### config.mk
export PLATFORM = sky130hd
export DESIGN_NAME = tbpg_seq
export DESIGN_NICKNAME = d
export VERILOG_FILES = /design/src/rtl/core/tbpg_pkg.sv /design/src/rtl/core/tbpg_seq.sv
export SDC_FILE = /design/constraint.sdc
export NUM_CORES = 1
export LEC_CHECK = 0
export BUFFER_PORTS_ARGS = -buffer_cell sky130_fd_sc_hd__buf_2
export CAP_MARGIN = 0
export CORE_MARGIN = 5
export CORE_UTILIZATION = 55
export CTS_CLUSTER_SIZE = 8
export DETAILED_ROUTE_END_ITERATION = 8
export GPL_TIMING_DRIVEN = 0
export MAX_ROUTING_LAYER = met4
export PLACE_DENSITY = 0.84
export SYNTH_ARGS = -nofsm -noshare
export SYNTH_HDL_FRONTEND = slang
export SYNTH_SLANG_ARGS = --single-unit
### constraint.sdc
create_clock -name clk -period 12.6 [get_ports clk]
set_clock_uncertainty 0.15 [all_clocks]
set_input_delay 0.63 -clock clk [delete_from_list [all_inputs] [get_ports clk]]
set_output_delay 0.63 -clock clk [all_outputs]
set_load 0.05 [all_outputs]
### src/rtl/core/tbpg_pkg.sv
// Shared types, constants and the fixed palette of the tile background
// pixel generator. No dependencies.
package tbpg_pkg;

	localparam int unsigned VRAM_BYTES_DEF = 16384;
	localparam int unsigned VADDR_W        = 14;
	localparam int unsigned CFG_IDX_W      = 3;

	// configuration register indexes
	localparam logic [CFG_IDX_W-1:0] REG_MODE_LOW  = 3'd0;
	localparam logic [CFG_IDX_W-1:0] REG_MODE_HIGH = 3'd1;
	localparam logic [CFG_IDX_W-1:0] REG_NAME_BASE = 3'd2;
	localparam logic [CFG_IDX_W-1:0] REG_COLR_BASE = 3'd3;
	localparam logic [CFG_IDX_W-1:0] REG_PATT_BASE = 3'd4;
	localparam logic [CFG_IDX_W-1:0] REG_TEXT_BD   = 3'd5;

	// display mode codes, {M5 M4 M3 M2 M1}
	localparam logic [4:0] MODE_G1 = 5'd0;
	localparam logic [4:0] MODE_T1 = 5'd1;
	localparam logic [4:0] MODE_MC = 5'd2;
	localparam logic [4:0] MODE_G2 = 5'd4;

	localparam logic [7:0] GREY_LEVEL = 8'h60;

	typedef struct packed {
		logic [7:0] mode_low;
		logic [7:0] mode_high;
		logic [7:0] name_base;
		logic [7:0] colr_base;
		logic [7:0] patt_base;
		logic [7:0] text_bd;
	} cfg_t;

	// hand-over from the sequencer to the colour resolve stage
	typedef struct packed {
		logic       valid;
		logic       supported;
		logic       text;
		logic       force_bd;
		logic [2:0] bit_pos;
		logic [7:0] bits;
	} fin_t;

	function automatic logic [4:0] mode_code(input cfg_t cfg);
		mode_code = {cfg.mode_low[3:1], cfg.mode_high[3], cfg.mode_high[4]};
	endfunction

	function automatic logic [23:0] palette_rgb(input logic [3:0] idx);
		case (idx)
			4'd0:    palette_rgb = 24'h000000;
			4'd1:    palette_rgb = 24'h000000;
			4'd2:    palette_rgb = 24'h21C842;
			4'd3:    palette_rgb = 24'h5EDC78;
			4'd4:    palette_rgb = 24'h5455ED;
			4'd5:    palette_rgb = 24'h7D76FC;
			4'd6:    palette_rgb = 24'hD4524D;
			4'd7:    palette_rgb = 24'h42EBF5;
			4'd8:    palette_rgb = 24'hFC5554;
			4'd9:    palette_rgb = 24'hFF7978;
			4'd10:   palette_rgb = 24'hD4C154;
			4'd11:   palette_rgb = 24'hE6CE80;
			4'd12:   palette_rgb = 24'h21B03B;
			4'd13:   palette_rgb = 24'hC95BBA;
			4'd14:   palette_rgb = 24'hCCCCCC;
			default: palette_rgb = 24'hFFFFFF;
		endcase
	endfunction

endpackage

### src/rtl/core/tbpg_seq.sv
// Item slot, read sequencer and table address generation (name, pattern,
// colour). Depends on tbpg_pkg.
module tbpg_seq (
	input  logic                          clk,
	input  logic                          arst_n,
	input  tbpg_pkg::cfg_t                cfg,
	input  logic                          in_valid,
	output logic                          in_ready,
	input  logic                          mode,
	input  logic [7:0]                    pixel_x,
	input  logic [7:0]                    pixel_y,
	output logic                          wr_en,
	output logic                          rd_en,
	output logic [tbpg_pkg::VADDR_W-1:0]  rd_addr,
	input  logic [7:0]                    rd_data,
	output tbpg_pkg::fin_t                fin,
	input  logic                          fin_ready
);
	import tbpg_pkg::*;

	localparam logic [1:0] PH_IDLE = 2'd0;
	localparam logic [1:0] PH_NAME = 2'd1;
	localparam logic [1:0] PH_PAT  = 2'd2;
	localparam logic [1:0] PH_COL  = 2'd3;

	logic [1:0] phase_q, phase_d;
	logic [7:0] px_q, py_q, name_q;
	fin_t       fin_s1;

	logic       stall, accept, pix_acc, col_adv;
	logic [4:0] code;
	logic       is_text, is_g2;
	logic [4:0] row;
	logic [2:0] line;
	logic [7:0] tv, t6;
	logic [15:0] tprod;
	logic [5:0] tcol;
	logic [7:0] tsub;
	logic [9:0] toff;
	logic [9:0] g2_pat, g2_col;
	logic [2:0] xi;

	assign stall    = fin_s1.valid && !fin_ready;
	assign in_ready = !stall && (phase_q == PH_IDLE || phase_q == PH_COL);
	assign accept   = in_valid && in_ready;
	assign pix_acc  = accept && mode;
	assign wr_en    = accept && !mode;
	assign col_adv  = !stall && phase_q == PH_COL;
	assign fin      = fin_s1;

	assign code    = mode_code(cfg);
	assign is_text = code == MODE_T1;
	assign is_g2   = code == MODE_G2;
	assign row     = py_q[7:3];
	assign line    = py_q[2:0];

	// text cells are 6 pixels: divide by 6 as multiply by 171/1024
	assign tv    = px_q - 8'd8;
	assign tprod = 16'(tv) * 16'd171;
	assign tcol  = tprod[15:10];
	assign t6    = 8'({tcol, 2'b00}) + 8'({tcol, 1'b0});
	assign tsub  = tv - t6;
	assign toff  = 10'({row, 5'b0}) + 10'({row, 3'b0}) + 10'(tcol);
	assign xi    = is_text ? tsub[2:0] : px_q[2:0];

	assign g2_pat = {py_q[7:6], rd_data} & {cfg.patt_base[1:0], 8'hFF};
	assign g2_col = {py_q[7:6], name_q} & {cfg.colr_base[6:0], 3'b111};

	always_comb begin
		rd_en   = !stall && phase_q != PH_IDLE;
		rd_addr = '0;
		case (phase_q)
			PH_NAME: begin
				rd_addr = is_text ? {cfg.name_base[3:0], toff}
				                  : {cfg.name_base[3:0], row, px_q[7:3]};
			end
			PH_PAT: begin
				rd_addr = is_g2 ? {cfg.patt_base[2], g2_pat, line}
				                : {cfg.patt_base[2:0], rd_data, line};
			end
			PH_COL: begin
				rd_addr = is_g2 ? {cfg.colr_base[7], g2_col, line}
				                : {cfg.colr_base, 1'b0, name_q[7:3]};
			end
			default: rd_addr = '0;
		endcase
	end

	always_comb begin
		phase_d = phase_q;
		if (!stall) begin
			case (phase_q)
				PH_IDLE: phase_d = pix_acc ? PH_NAME : PH_IDLE;
				PH_NAME: phase_d = PH_PAT;
				PH_PAT:  phase_d = PH_COL;
				PH_COL:  phase_d = pix_acc ? PH_NAME : PH_IDLE;
				default: phase_d = PH_IDLE;
			endcase
		end
	end

	always_ff @(posedge clk or negedge arst_n) begin
		if (!arst_n) begin
			phase_q <= PH_IDLE;
			fin_s1  <= '0;
		end else begin
			phase_q      <= phase_d;
			fin_s1.valid <= col_adv || (fin_s1.valid && !fin_ready);
			if (col_adv) begin
				fin_s1.supported <= code inside {MODE_G1, MODE_T1, MODE_MC, MODE_G2};
				fin_s1.text      <= is_text;
				fin_s1.force_bd  <= py_q >= 8'd192 ||
				                    (is_text && (px_q < 8'd8 || px_q >= 8'd248));
				fin_s1.bit_pos   <= 3'd7 - xi;
				fin_s1.bits      <= rd_data;
			end
		end
	end

	always_ff @(posedge clk) begin
		if (pix_acc) begin
			px_q <= pixel_x;
			py_q <= pixel_y;
		end
		if (!stall && phase_q == PH_PAT) begin
			name_q <= rd_data;
		end
	end

endmodule

==> out/results.md <==
| Group | Item | This run |
| --- | --- | --- |
| grt | Initial antenna violation count | 0 |
| grt | Pin count of the biggest net entering global routing | 18 |
| clocking | Number of clock sinks | 41 |
| sta | Slew of the pin with the lowest slew margin | 0.796 ns |
| clocking | H-tree levels | 2 |
| place | Pre-CTS worst setup slack | 5.05 ns |
| clocking | Reg clk slew, reported paths | 0.09 ns |
| min path | HP Class | in2async |
| setup path | Category of cells accounting for the largest share of critical-path delay | adder cells |
| routing | DRT Wirelength | 9250 um |
| sta | Highest attainable clock frequency | 0.127 GHz |
| cells and area | Count of antenna diodes in the layout | 0 |
| floorplanning | Core region area | 6420 um2 |
| clocking | Number of buffers inserted during clock tree synthesis | 5 |
| cells and area | Post-layout nets | 610 |
| cells and area | Most common cell after layout, fill and taps aside | sky130_fd_sc_hd__buf_2 |
| place | HPWL after detailed placement | 7410 um |
| floorplanning | Die area | 8400 um2 |
| synth | Synth Warn # | 0 |
| grt | Number of global-route vias before repair | 3369 |
| sta | Setup repair after global routing missed its margin | false |
| synth | Synth cell types | 53 |
| clocking | Post-CTS setup buffer count | 0 |
| clocking | Buffer levels on the longest clock path | 2 |
| floorplanning | Die Width | 91.6 um |
| setup path | Flop-to-flop setup slack | 6.83 ns |
| cells and area | Layout cell share with drive strength beyond 1 | 23.2% |
| floorplanning | Die span in y | 91.6 um |
| place | Port Buf Inserts | 80 |
| floorplanning | Effective utilization at floorplan | 57.1% |
| clocking | CTS Hold Bufs | 0 |
| sta | Setup TNS after final layout | 0 ns |
| place | Final RePlAce weighted congestion | 0.922 |
| status | Result of the run | finished, final reports clean |
| cells and area | Core utilization of the finished layout | 66.5% |
| setup path | Delay of the slowest critical-path stage | 0.59 ns |
| clocking | Root buffer selected by CTS | sky130_fd_sc_hd__clkbuf_8 |
| clocking | CTS tree | built |
| flow run | # Max-Cap Violations | 0 |
| setup path | CP Launch Point | px_q[3] |
| setup path | Critical path buffer and inverter count | 5 |
| synth | Mean instance size in the synthesized netlist | 9.80 um2 |
| grt | All-layer global routing usage | 23.1% |
| cells and area | Final std cells w/o fill | 539 |
| cells and area | Area Overhead vs Synth | 16.5% |
| synth | Seq/Total Area, Yosys | 31.3% |
| sta | Setup-failing EPs final | 0 |
| setup path | Worst Reg2Reg Path Length in Cells | 21 |
| cells and area | Leading cell types in the layout, fill and taps excluded | sky130_fd_sc_hd__buf_2 (82), sky130_fd_sc_hd__ha_1 (58), sky130_fd_sc_hd__inv_1 (50) |
| synth | Number of nets in the synthesized netlist | 523 |
| synth | Commonest register cell after synthesis | sky130_fd_sc_hd__edfxtp_1 |
| routing | Remaining DRCs | 0 |
| grt | Final global-route overflow total | 0 |
| sta | Share of the cycle needed by the critical path after routing | 62.5% |
| synth | Share of synthesized registers carrying an async set or reset | 41.5% |
| synth | Number of flops mapped to enable cells by yosys | 24 |
| clocking | Insertion delay to the later sink of the worst-skew pair | 0.30 ns |
| place | Number of placed instances with taps included | 531 |
| setup path | CP Class | reg2out |
| setup path | Startpoint of the most critical register-to-register path | px_q[3] |
| synth | Cells after Synth | 374 |
| synth | Synthesized flop and latch total | 41 |
| routing | Via density per instance | 5.84 |
| setup path | Critical Path End Type | output port |
| setup path | Critical Path Stages | 25 |
| setup path | Critical path startpoint category | flop |
| synth | Post-Synthesis Cell Area | 3670 um2 |
| clocking | Resized cells post-CTS | 0 |
| setup path | Slowest cell on the critical path | sky130_fd_sc_hd__fa_1 |
| grt | Wire length of the first global-routing pass | 15300 um |
| routing | Routed wire per std cell | 17.2 um |
| setup path | Endpoint of the worst register-to-register path | fin[10] |
| sta | Shortest clock period the worst path allows after layout | 7.88 ns |
| floorplanning | Boundary Pins | 109 |
| setup path | Critical Path Fanout Max | 5 |
| sta | Setup ws final | 4.72 ns |
| sta | Count of final hold-check violations | 0 |
| routing | Drt pass-1 iters | 6 |
| floorplanning | FP Rows | 29 |
| setup path | Capture point of the critical path | rd_addr[9] |
| setup path | Worst EP arrival | 7.10 ns |
| routing | Vias post-DR | 3150 |
| setup path | Worst Path Required | 11.82 ns |
| routing | Remaining antenna violation count | 0 |
| sta | Max-slew violation count | 0 |
| sta | Relative slew slack | 46.9% |
| routing | Violation count after the first detailed-route iteration | 289 |
[sequential cells by signal (all words and copies together), names as in the netlist]
signal / count
name_q: 8
px_q: 8
fin: 15
py_q: 8
phase_q: 2
[Yosys cell counts, types with 5 or more instances]
master / count / share of area, %
sky130_fd_sc_hd__nand2_1: 36 / 3.7
sky130_fd_sc_hd__mux2_2: 8 / 2.5
sky130_fd_sc_hd__o21ai_0: 11 / 1.5
sky130_fd_sc_hd__clkbuf_1: 8 / 0.82
sky130_fd_sc_hd__a31oi_1: 5 / 0.85
sky130_fd_sc_hd__nor2_1: 18 / 1.8
sky130_fd_sc_hd__a21oi_1: 17 / 2.3
sky130_fd_sc_hd__dfrtp_1: 17 / 12
sky130_fd_sc_hd__nand3_1: 6 / 0.82
sky130_fd_sc_hd__o21ai_1: 7 / 0.96
sky130_fd_sc_hd__nor3_1: 11 / 1.5
sky130_fd_sc_hd__inv_1: 50 / 5.1
sky130_fd_sc_hd__xnor2_1: 7 / 1.7
sky130_fd_sc_hd__xor2_1: 5 / 1.2
sky130_fd_sc_hd__edfxtp_1: 24 / 20
sky130_fd_sc_hd__nand4_1: 6 / 1.0
sky130_fd_sc_hd__o211ai_1: 5 / 1.0
sky130_fd_sc_hd__ha_1: 58 / 20
sky130_fd_sc_hd__fa_1: 14 / 7.6
[worst min-delay path by stage]
stage,from,slack (ns),to,cells past startpoint
floorplan,arst_n,0.18,fin[0],0
global placement,fin[13],0.31,fin[13],2
detailed placement,fin[9],0.33,fin[9],2
CTS,arst_n,0.11,fin[6],1
global route,arst_n,0.13,fin[6],1
finish,arst_n,0.10,fin[1],1
[through the flow]
| step | area [um2] | hold slack (ns) |
|---|---|---|
| final | 4270 | 0.101 |
| after global routing | 4270 | 0.132 |
| after CTS | 4270 | 0.110 |
| after detailed placement | 4160 | 0.327 |
| after global placement | 4160 | 0.311 |
| after floorplan | 3670 | 0.184 |
[per-layer routing]
layer	vias to the layer above	GRT usage [%]	share of wire [%]
met5	-	-	0
met4	0	5.03	1.3
met3	20	4.42	8.5
met2	149	38.8	50
met1	1490	28.9	40
li1	1491	-	-
[cell families (layout without fill, tap and decap cells)]
family | Yosys count | after routing | share of synthesized area (%)
muxes | 13 | 13 | 3.96
DFF | 41 | 41 | 31.3
xor gates and xnor gates | 13 | 13 | 3.31
AOI/OAI and AO/OA | 75 | 75 | 14.4
adders and majority gates | 73 | 73 | 27.7
and+or+nand+nor | 98 | 98 | 13.1
buffers and inverters | 61 | 149 | 6.31
[layout make-up]
cell class / instances / area (um2)
inverter: 51 / 191
clock buffer: 7 / 97.6
multi-input combinational: 272 / 2290
tap: 77 / 96.3
sequential: 41 / 1150
timing repair buffer: 80 / 400
fill: 498 / 2150
clock inverter: 1 / 8.76
buffer: 10 / 40.0
Power is left out: the tool's default activity adds up to more than one toggle a clock period on the data nets, which glitch-free logic cannot reach.
