<file path="config.mk">
export PLATFORM = sky130hd
export DESIGN_NAME = tbpg_resolve
export DESIGN_NICKNAME = d
export VERILOG_FILES = /design/src/rtl/core/tbpg_pkg.sv /design/src/rtl/core/tbpg_resolve.sv
export SDC_FILE = /design/constraint.sdc
export NUM_CORES = 1
export LEC_CHECK = 0
export BUFFER_PORTS_ARGS = -buffer_cell sky130_fd_sc_hd__buf_2
export CAP_MARGIN = 20
export CORE_MARGIN = 1.5
export CORE_UTILIZATION = 50
export CTS_BUF_LIST = sky130_fd_sc_hd__clkbuf_4
export CTS_CLUSTER_DIAMETER = 50
export DETAILED_ROUTE_END_ITERATION = 7
export PLACE_DENSITY = 0.95
export SLEW_MARGIN = 40
export SYNTH_ARGS = -nofsm -noshare
export SYNTH_HDL_FRONTEND = slang
export SYNTH_SLANG_ARGS = --single-unit
</file>
<file path="constraint.sdc">
create_clock -name clk -period 3.1 [get_ports clk]
set_input_delay 0.31 -clock clk [delete_from_list [all_inputs] [get_ports clk]]
set_output_delay 0.31 -clock clk [all_outputs]
set_load 0.01 [all_outputs]
</file>
<file path="src/rtl/core/tbpg_pkg.sv">
// Shared types, constants and the fixed palette of the tile background
// pixel generator. No dependencies.
package tbpg_pkg;

	localparam int unsigned VRAM_BYTES_DEF = 16384;
	localparam int unsigned VADDR_W        = 14;
	localparam int unsigned CFG_IDX_W      = 3;

	// configuration register indexes
	localparam logic [CFG_IDX_W-1:0] REG_MODE_LOW  = 3'd0;
	localparam logic [CFG_IDX_W-1:0] REG_MODE_HIGH = 3'd1;
	localparam logic [CFG_IDX_W-1:0] REG_NAME_BASE = 3'd2;
	localparam logic [CFG_IDX_W-1:0] REG_COLR_BASE = 3'd3;
	localparam logic [CFG_IDX_W-1:0] REG_PATT_BASE = 3'd4;
	localparam logic [CFG_IDX_W-1:0] REG_TEXT_BD   = 3'd5;

	// display mode codes, {M5 M4 M3 M2 M1}
	localparam logic [4:0] MODE_G1 = 5'd0;
	localparam logic [4:0] MODE_T1 = 5'd1;
	localparam logic [4:0] MODE_MC = 5'd2;
	localparam logic [4:0] MODE_G2 = 5'd4;

	localparam logic [7:0] GREY_LEVEL = 8'h60;

	typedef struct packed {
		logic [7:0] mode_low;
		logic [7:0] mode_high;
		logic [7:0] name_base;
		logic [7:0] colr_base;
		logic [7:0] patt_base;
		logic [7:0] text_bd;
	} cfg_t;

	// hand-over from the sequencer to the colour resolve stage
	typedef struct packed {
		logic       valid;
		logic       supported;
		logic       text;
		logic       force_bd;
		logic [2:0] bit_pos;
		logic [7:0] bits;
	} fin_t;

	function automatic logic [4:0] mode_code(input cfg_t cfg);
		mode_code = {cfg.mode_low[3:1], cfg.mode_high[3], cfg.mode_high[4]};
	endfunction

	function automatic logic [23:0] palette_rgb(input logic [3:0] idx);
		case (idx)
			4'd0:    palette_rgb = 24'h000000;
			4'd1:    palette_rgb = 24'h000000;
			4'd2:    palette_rgb = 24'h21C842;
			4'd3:    palette_rgb = 24'h5EDC78;
			4'd4:    palette_rgb = 24'h5455ED;
			4'd5:    palette_rgb = 24'h7D76FC;
			4'd6:    palette_rgb = 24'hD4524D;
			4'd7:    palette_rgb = 24'h42EBF5;
			4'd8:    palette_rgb = 24'hFC5554;
			4'd9:    palette_rgb = 24'hFF7978;
			4'd10:   palette_rgb = 24'hD4C154;
			4'd11:   palette_rgb = 24'hE6CE80;
			4'd12:   palette_rgb = 24'h21B03B;
			4'd13:   palette_rgb = 24'hC95BBA;
			4'd14:   palette_rgb = 24'hCCCCCC;
			default: palette_rgb = 24'hFFFFFF;
		endcase
	endfunction

endpackage

</file>
<file path="src/rtl/core/tbpg_resolve.sv">
// Colour resolve and output register: picks the palette index from pattern
// and colour bytes, backdrop rules, and looks up RGB. Depends on tbpg_pkg.
module tbpg_resolve (
	input  logic            clk,
	input  logic            arst_n,
	input  tbpg_pkg::cfg_t  cfg,
	input  tbpg_pkg::fin_t  fin,
	output logic            fin_ready,
	input  logic [7:0]      colr_byte,
	output logic            out_valid,
	input  logic            out_ready,
	output logic            mode_supported,
	output logic [3:0]      color_index,
	output logic [7:0]      red,
	output logic [7:0]      green,
	output logic [7:0]      blue
);
	import tbpg_pkg::*;

	logic        out_valid_q;
	logic        sup_q;
	logic [3:0]  idx_q;
	logic [23:0] rgb_q;

	logic        pbit;
	logic [3:0]  backdrop, ci, idx;
	logic [23:0] rgb;
	logic        load;

	assign fin_ready = !out_valid_q || out_ready;
	assign load      = fin.valid && fin_ready;
	assign backdrop  = cfg.text_bd[3:0];
	assign pbit      = fin.bits[fin.bit_pos];

	always_comb begin
		ci = pbit ? colr_byte[7:4] : colr_byte[3:0];
		if (!fin.supported) begin
			idx = 4'd0;
		end else if (fin.force_bd) begin
			idx = backdrop;
		end else if (fin.text) begin
			idx = pbit ? cfg.text_bd[7:4] : backdrop;
		end else begin
			idx = (ci == 4'd0) ? backdrop : ci;
		end
		rgb = fin.supported ? palette_rgb(idx) : {3{GREY_LEVEL}};
	end

	always_ff @(posedge clk or negedge arst_n) begin
		if (!arst_n) begin
			out_valid_q <= 1'b0;
		end else if (fin_ready) begin
			out_valid_q <= fin.valid;
		end
	end

	always_ff @(posedge clk) begin
		if (load) begin
			sup_q <= fin.supported;
			idx_q <= idx;
			rgb_q <= rgb;
		end
	end

	assign out_valid      = out_valid_q;
	assign mode_supported = sup_q;
	assign color_index    = idx_q;
	assign red            = rgb_q[23:16];
	assign green          = rgb_q[15:8];
	assign blue           = rgb_q[7:0];

endmodule

</file>
==> results of run 1 <==
## per-stage QoR
| step | worst slack (ns) | util (%) | cells | instance area (µm²) | hold slack, ns |
|---|---|---|---|---|---|
| floorplan | 0.0121 | - | 184 | 1950 | 0.0144 |
| global placement | 0.125 | 63.2 | 295 | 2350 | 0.0854 |
| detailed placement | 0.0765 | 63.2 | 295 | 2350 | 0.0891 |
| CTS | 0.428 | 64.9 | 304 | 2410 | 0.186 |
| global route | 0.287 | 64.9 | 304 | 2410 | 0.201 |
| finish | 0.414 | 64.9 | 304 | 2410 | 0.193 |
## cell usage in the layout, fill, tap and decap left out, drive strengths merged, types with 2 or more instances in the layout
cell,netlist,final
xnor2,2,2
nor3,10,10
o311ai,3,3
clkbuf,7,6
clkinv,0,2
o221ai,2,2
a21o,2,2
and3,2,2
ha,7,7
nand2b,4,4
nand2,13,13
a211oi,2,2
buf,4,74
mux4,2,2
o21bai,2,2
o22ai,3,3
or3,3,3
nand3,5,5
and2,3,3
or2,3,3
o211ai,3,3
a21oi,9,9
o21ai,11,11
mux2,3,3
mux2i,10,10
inv,8,8
nor2,12,12
nor4b,8,8
edfxtp,29,29
## what timing repair did
action	in CTS	in global routing
setup endpoints to repair	0	0
hold endpoints to repair	1	0
hold buffers	1	0
## kinds of logic after synthesis
logic type	after synthesis	synth area share, %
xor+xnor	2	0.898
compound gates	44	15.8
simple gates	67	18.8
mux	15	9.55
buf+inv	19	4.55
flops	30	45.9
fa+ha+maj	7	4.49
## path summary, 6_finish.rpt
check / from / end / slack (ns) / cells past startpoint
setup / recovery: fin[8] / rgb_q[3]$_SDFFCE_PN0P_ / 0.41 / 11
hold / removal: fin[14] / out_valid$_DFFE_PN0N_ / 0.19 / 2
setup reg to reg: out_valid$_DFFE_PN0N_ / rgb_q[18]$_SDFFCE_PN0P_ / 1.83 / 3
hold reg to reg: out_valid$_DFFE_PN0N_ / out_valid$_DFFE_PN0N_ / 0.54 / 2
max in group asynchronous: arst_n / out_valid$_DFFE_PN0N_ / 2.73 / 2
min in group asynchronous: arst_n / out_valid$_DFFE_PN0N_ / 0.29 / 2
## flip-flops by register name, indices dropped and copies added (netlist names)
register	flops
out_valid	1
color_index	4
rgb_q	24
mode_supported	1
## cell type report
cell class	count	area [µm²]
clock buffer	6	45.0
fill	314	1300
timing repair buffer	75	405
inverter	8	30.0
tap	48	60.1
clock inverter	2	10.0
sequential	30	896
multi-input combinational	135	967
## power by group
| part | internal (mW) | switching, mW |
|---|---|---|
| Clock | 0.0948 | 0.129 |
| Sequential | 0.497 | 0.00714 |
| Combinational | 0.146 | 0.200 |
| Total | 0.738 | 0.336 |
## per-layer routing
layer / global-route usage [%] / vias up / wire length (µm)
li1: - / 845 / -
met1: 24.6 / 820 / 1730
met2: 39.3 / 95 / 2230
met3: 3.77 / 6 / 347
met4: 6.77 / 0 / 46
met5: 0 / - / 0
==> flow_metrics.tcl, run 1 <==
set metrics [dict create \
    status "completed" \
    die_width_um 65.5 \
    maxSlewViolCount 0 \
    ys_ff_latch 30 \
    rsz0062_at_grt "no" \
    layout.nets 336 \
    cp.arrival_ns 2.89 \
    clk_latency_ns 0.33 \
    p_total_mw 1.07 \
    yosysTopAreaCell "edfxtp_1" \
    setup_viol 0 \
    area_growth_syn_to_layout_pct 23.7 \
    totalWireLength_um 4350 \
    leakage_nw 1.02 \
    min_path_type "in -> reg" \
    yosys_warnings 0 \
    detailed_place_hpwl_um 3230 \
    hold_violations 0 \
    syn_nets 265 \
    synth.most_common_cell "edfxtp_1" \
    critPathTopFamily "multiplexers" \
    die_h_um 65.5 \
    grt_pass1_wl_um 6990 \
    dieArea_um2 4290 \
    worstSetupPathType "in -> reg" \
    n_antenna_cell 0 \
    crit_slowest_cell "mux4_2" \
    antenna_found_initial 0 \
    synth_common_cells "edfxtp_1 (29), nand2_1 (13), nor2_1 (11), o21ai_0 (11)" \
    ys_top_cells_by_area "edfxtp_1 (45%), mux2i_1 (5.1%), ha_1 (4.5%), nor4b_1 (3.6%), o21ai_0 (2.8%)" \
    cp_max_fo 12 \
    clock-sinks 30 \
    initial_core_util_pct 52.5 \
    dr_total_vias 1766 \
    yosysSeqAreaShare_pct 45.9 \
    fin_tns_setup_ns 0 \
    drive_above_1_share_pct 36.7 \
    cts_setup_buffers 0 \
    cts_resized 0 \
    grtUsageTotal_pct 21.2 \
    viasPerCell 5.81 \
    dr.pass1.iters 4 \
    path_clk_slew_ns 0.09 \
    gp_congestion 0.899 \
    p_per_area_nw_per_um2 445 \
    syn_inst 184 \
    h-tree-depth 2 \
    synth_top_area_share_pct 44.6 \
    wl_per_cell_um 14.3 \
    cts_tree "yes" \
    slowest_delay_ns 0.56 \
    fp.coreArea_um2 3720 \
    drcViolationCount 0 \
    ys_async_sr_fraction_pct 3.33 \
    timing.final.crit_share_pct 86.6 \
    clockBufferDepth 2 \
    worstMarginPinSlew_ns 0.440 \
    syn-cell-area_um2 1950 \
    fp-row-count 22 \
    end_kind "flop" \
    cp-start-kind "input port" \
    postRouteAntennaNets 0 \
    ys_types 45 \
    synth-edff-count 29 \
    io_buffers 64 \
    grt_overflow 0 \
    worstPathRequired_ns 3.31 \
    cts_made_buffers 5 \
    synth.avg_cell_area_um2 10.6 \
    grt_pass1_vias 1630 \
    cp.buffers_inverters 2 \
    ys.flop_type "edfxtp_1" \
    peakVddDrop_mv 0.200 \
    ios 105 \
    timing.final.crit_period_ns 2.69 \
    grt_max_degree 30 \
    fin_skew_ns 0.00686 \
    dr.first_iter.drc_count 181 \
    slew_headroom_pct 70.6 \
    clockRootBuffer "clkbuf_4" \
    crit_chain "buf_2, mux2i_1, mux4_2, mux2_4, a2111oi_4, buf_4, ha_1, nand2_1, a211oi_1, nor3_1, o21ba_2" \
    max_cap_violations 0 \
    max_freq_mhz 372 \
]
(Power assumes the default switching activity.)
==> inputs of run 2 (changes only) <==
- PLACE_DENSITY: 0.95 -> 0.89
==> run 2 against run 1 <==
Against the previous run: the flow now finishes with violations (DRC); sequential share of layout area decreased by 0.12 points; highest routed layer unchanged; final cell count grew 0.33%; sequential power is essentially flat; sequential cell count stayed put; largest power group unchanged; register-to-register slack barely moved; power is 0.59% lower; largest cell class unchanged; clock power barely moved; die area unchanged; critical path depth stayed put; global-route usage shrank 0.68 points; non-clock buffer count grew 1; routed wire length is 4.8% lower.
==> flow_metrics.tcl, run 2 (same netlist as run 1, synthesis figures left out) <==
set metrics [dict create \
    die_width_um 65.5 \
    crit_chain "buf_2, mux2i_1, mux4_2, mux2_4, a2111oi_4, buf_4, ha_1, nand2_1, a211oi_1, nor3_1, o21ba_2" \
    fin_skew_ns 0.00746 \
    clockBufferDepth 2 \
    maxSlewViolCount 0 \
    layout_common_cells "buf_2 (64), edfxtp_1 (29), nand2_1 (13)" \
    grt_max_degree 30 \
    wl_per_cell_um 13.6 \
    antenna_found_initial 0 \
    dr.first_iter.drc_count 106 \
    path_clk_slew_ns 0.09 \
    cts_made_buffers 5 \
    timing.final.crit_share_pct 85.5 \
    p_total_mw 1.07 \
    max_cap_violations 0 \
    register_area_um2 896 \
    setup_viol 0 \
    timing.final.crit_period_ns 2.65 \
    stdcell_count 305 \
    dr_total_vias 1731 \
    drcViolationCount 1 \
    detailed_place_hpwl_um 3160 \
    end_kind "flop" \
    cp_max_fo 7 \
    max_freq_mhz 377 \
    grt_pass1_vias 1529 \
    violations "DRC" \
    multi_input_area_um2 967 \
    worstMarginPinSlew_ns 0.475 \
    top_register "rgb_q" \
    totalWireLength_um 4140 \
    initial_core_util_pct 52.5 \
    grt_overflow 0 \
    fillers 305 \
    gp_congestion 0.915 \
    hold_start "fin[14]" \
    dp_cells 296 \
    fin_tns_setup_ns 0 \
    peakVddDrop_mv 0.137 \
    cp-start-kind "input port" \
    worstReg2RegEnd "rgb_q[18]$_SDFFCE_PN0P_" \
    p_per_area_nw_per_um2 441 \
    h-tree-depth 2 \
    regToRegSetupSlack_ns 1.82 \
    ios 105 \
    fp-row-count 22 \
    viasPerCell 5.68 \
    clock-sinks 30 \
    hold_violations 0 \
    reg2regPathDepth 3 \
    io_buffers 64 \
    fp.coreArea_um2 3720 \
    status "complete, but fails checks" \
    drive_above_1_share_pct 37.0 \
    cts_setup_buffers 0 \
    worstPathRequired_ns 3.30 \
    dr.pass1.iters 6 \
    largest_reg_flops 24 \
    slew_headroom_pct 68.3 \
    dieArea_um2 4290 \
    worstSetupPathType "in -> reg" \
    final_common_cell "buf_2" \
    min_path_type "in -> reg" \
    grtUsageTotal_pct 20.5 \
    slowest_delay_ns 0.53 \
    die_h_um 65.5 \
    leakage_nw 1.02 \
    whs_endpoint "out_valid$_DFFE_PN0N_" \
    postRouteAntennaNets 0 \
    cp.arrival_ns 2.85 \
    cts_tree "yes" \
    crit_slowest_cell "mux4_2" \
    clk_latency_ns 0.33 \
    layout.nets 337 \
    area_growth_syn_to_layout_pct 24.0 \
    regToRegStartpoint "out_valid$_DFFE_PN0N_" \
    clockRootBuffer "clkbuf_4" \
    n_antenna_cell 0 \
    grt_pass1_wl_um 6690 \
    rsz0062_at_grt "no" \
    hold_path_depth 2 \
]
==> run 2: what timing repair did <==
action / CTS / global route
endpoints found under the hold margin: 1 / 0
hold buffers: 1 / 0
resized for setup: 0 / 0
==> run 2: worst max path at each step <==
stage,startpoint,end,slack [ns],cells past startpoint
6_report,fin[8],rgb_q[3]$_SDFFCE_PN0P_,0.45,11
5_1_grt,fin[8],rgb_q[19]$_SDFFCE_PN0P_,0.32,10
4_1_cts,fin[8],rgb_q[3]$_SDFFCE_PN0P_,0.46,11
3_5_place_dp,fin[8],rgb_q[3]$_SDFFCE_PN0P_,0.12,11
3_3_place_gp,fin[8],rgb_q[3]$_SDFFCE_PN0P_,0.17,11
2_1_floorplan,fin[8],rgb_q[3]$_SDFFCE_PN0P_,0.01,11
==> run 2: cell type report <==
class                   instances  area share (%)
clock buffers                   6            1.86
multi-input cells             135            39.9
clock inverters                 2           0.413
inverters                       8            1.24
repair buffers                 76            17.1
well taps                      48            2.48
flip-flops and latches         30            37.0
==> run 2: critical path: cells and delay by family <==
family                   cells  cell delay (ns)
multiplexers                 3             0.99
AO/OA/AOI/OAI                3             0.85
buffers and inverters        2             0.35
adder cells (fa/ha/maj)      1             0.18
AND/OR/NAND/NOR              2             0.16
==> run 2: per-stage QoR <==
stage,worst slack (ns),area [µm²],hold slack [ns],util [%]
2_1_floorplan,0.0121,1950,0.0144,-
3_3_place_gp,0.174,2360,0.0857,63.4
3_5_place_dp,0.116,2360,0.0854,63.4
6_report,0.450,2420,0.178,65.2
5_1_grt,0.323,2420,0.173,65.2
4_1_cts,0.455,2420,0.180,65.2
==> run 2: per-layer routing <==
layer / GRT usage [%] / vias to the layer above / share of wire [%]
met3: 6.34 / 10 / 8.3
met4: 8.33 / 0 / 1.9
li1: - / 846 / -
met1: 23.7 / 775 / 41
met2: 35.3 / 100 / 49
met5: 0 / - / 0
==> run 2: power breakdown <==
part / switching (mW) / leakage, nW / internal, mW
combinational: 0.196 / 0.699 / 0.147
sequential: 0.00701 / 0.290 / 0.497
clock: 0.127 / 0.0354 / 0.0949
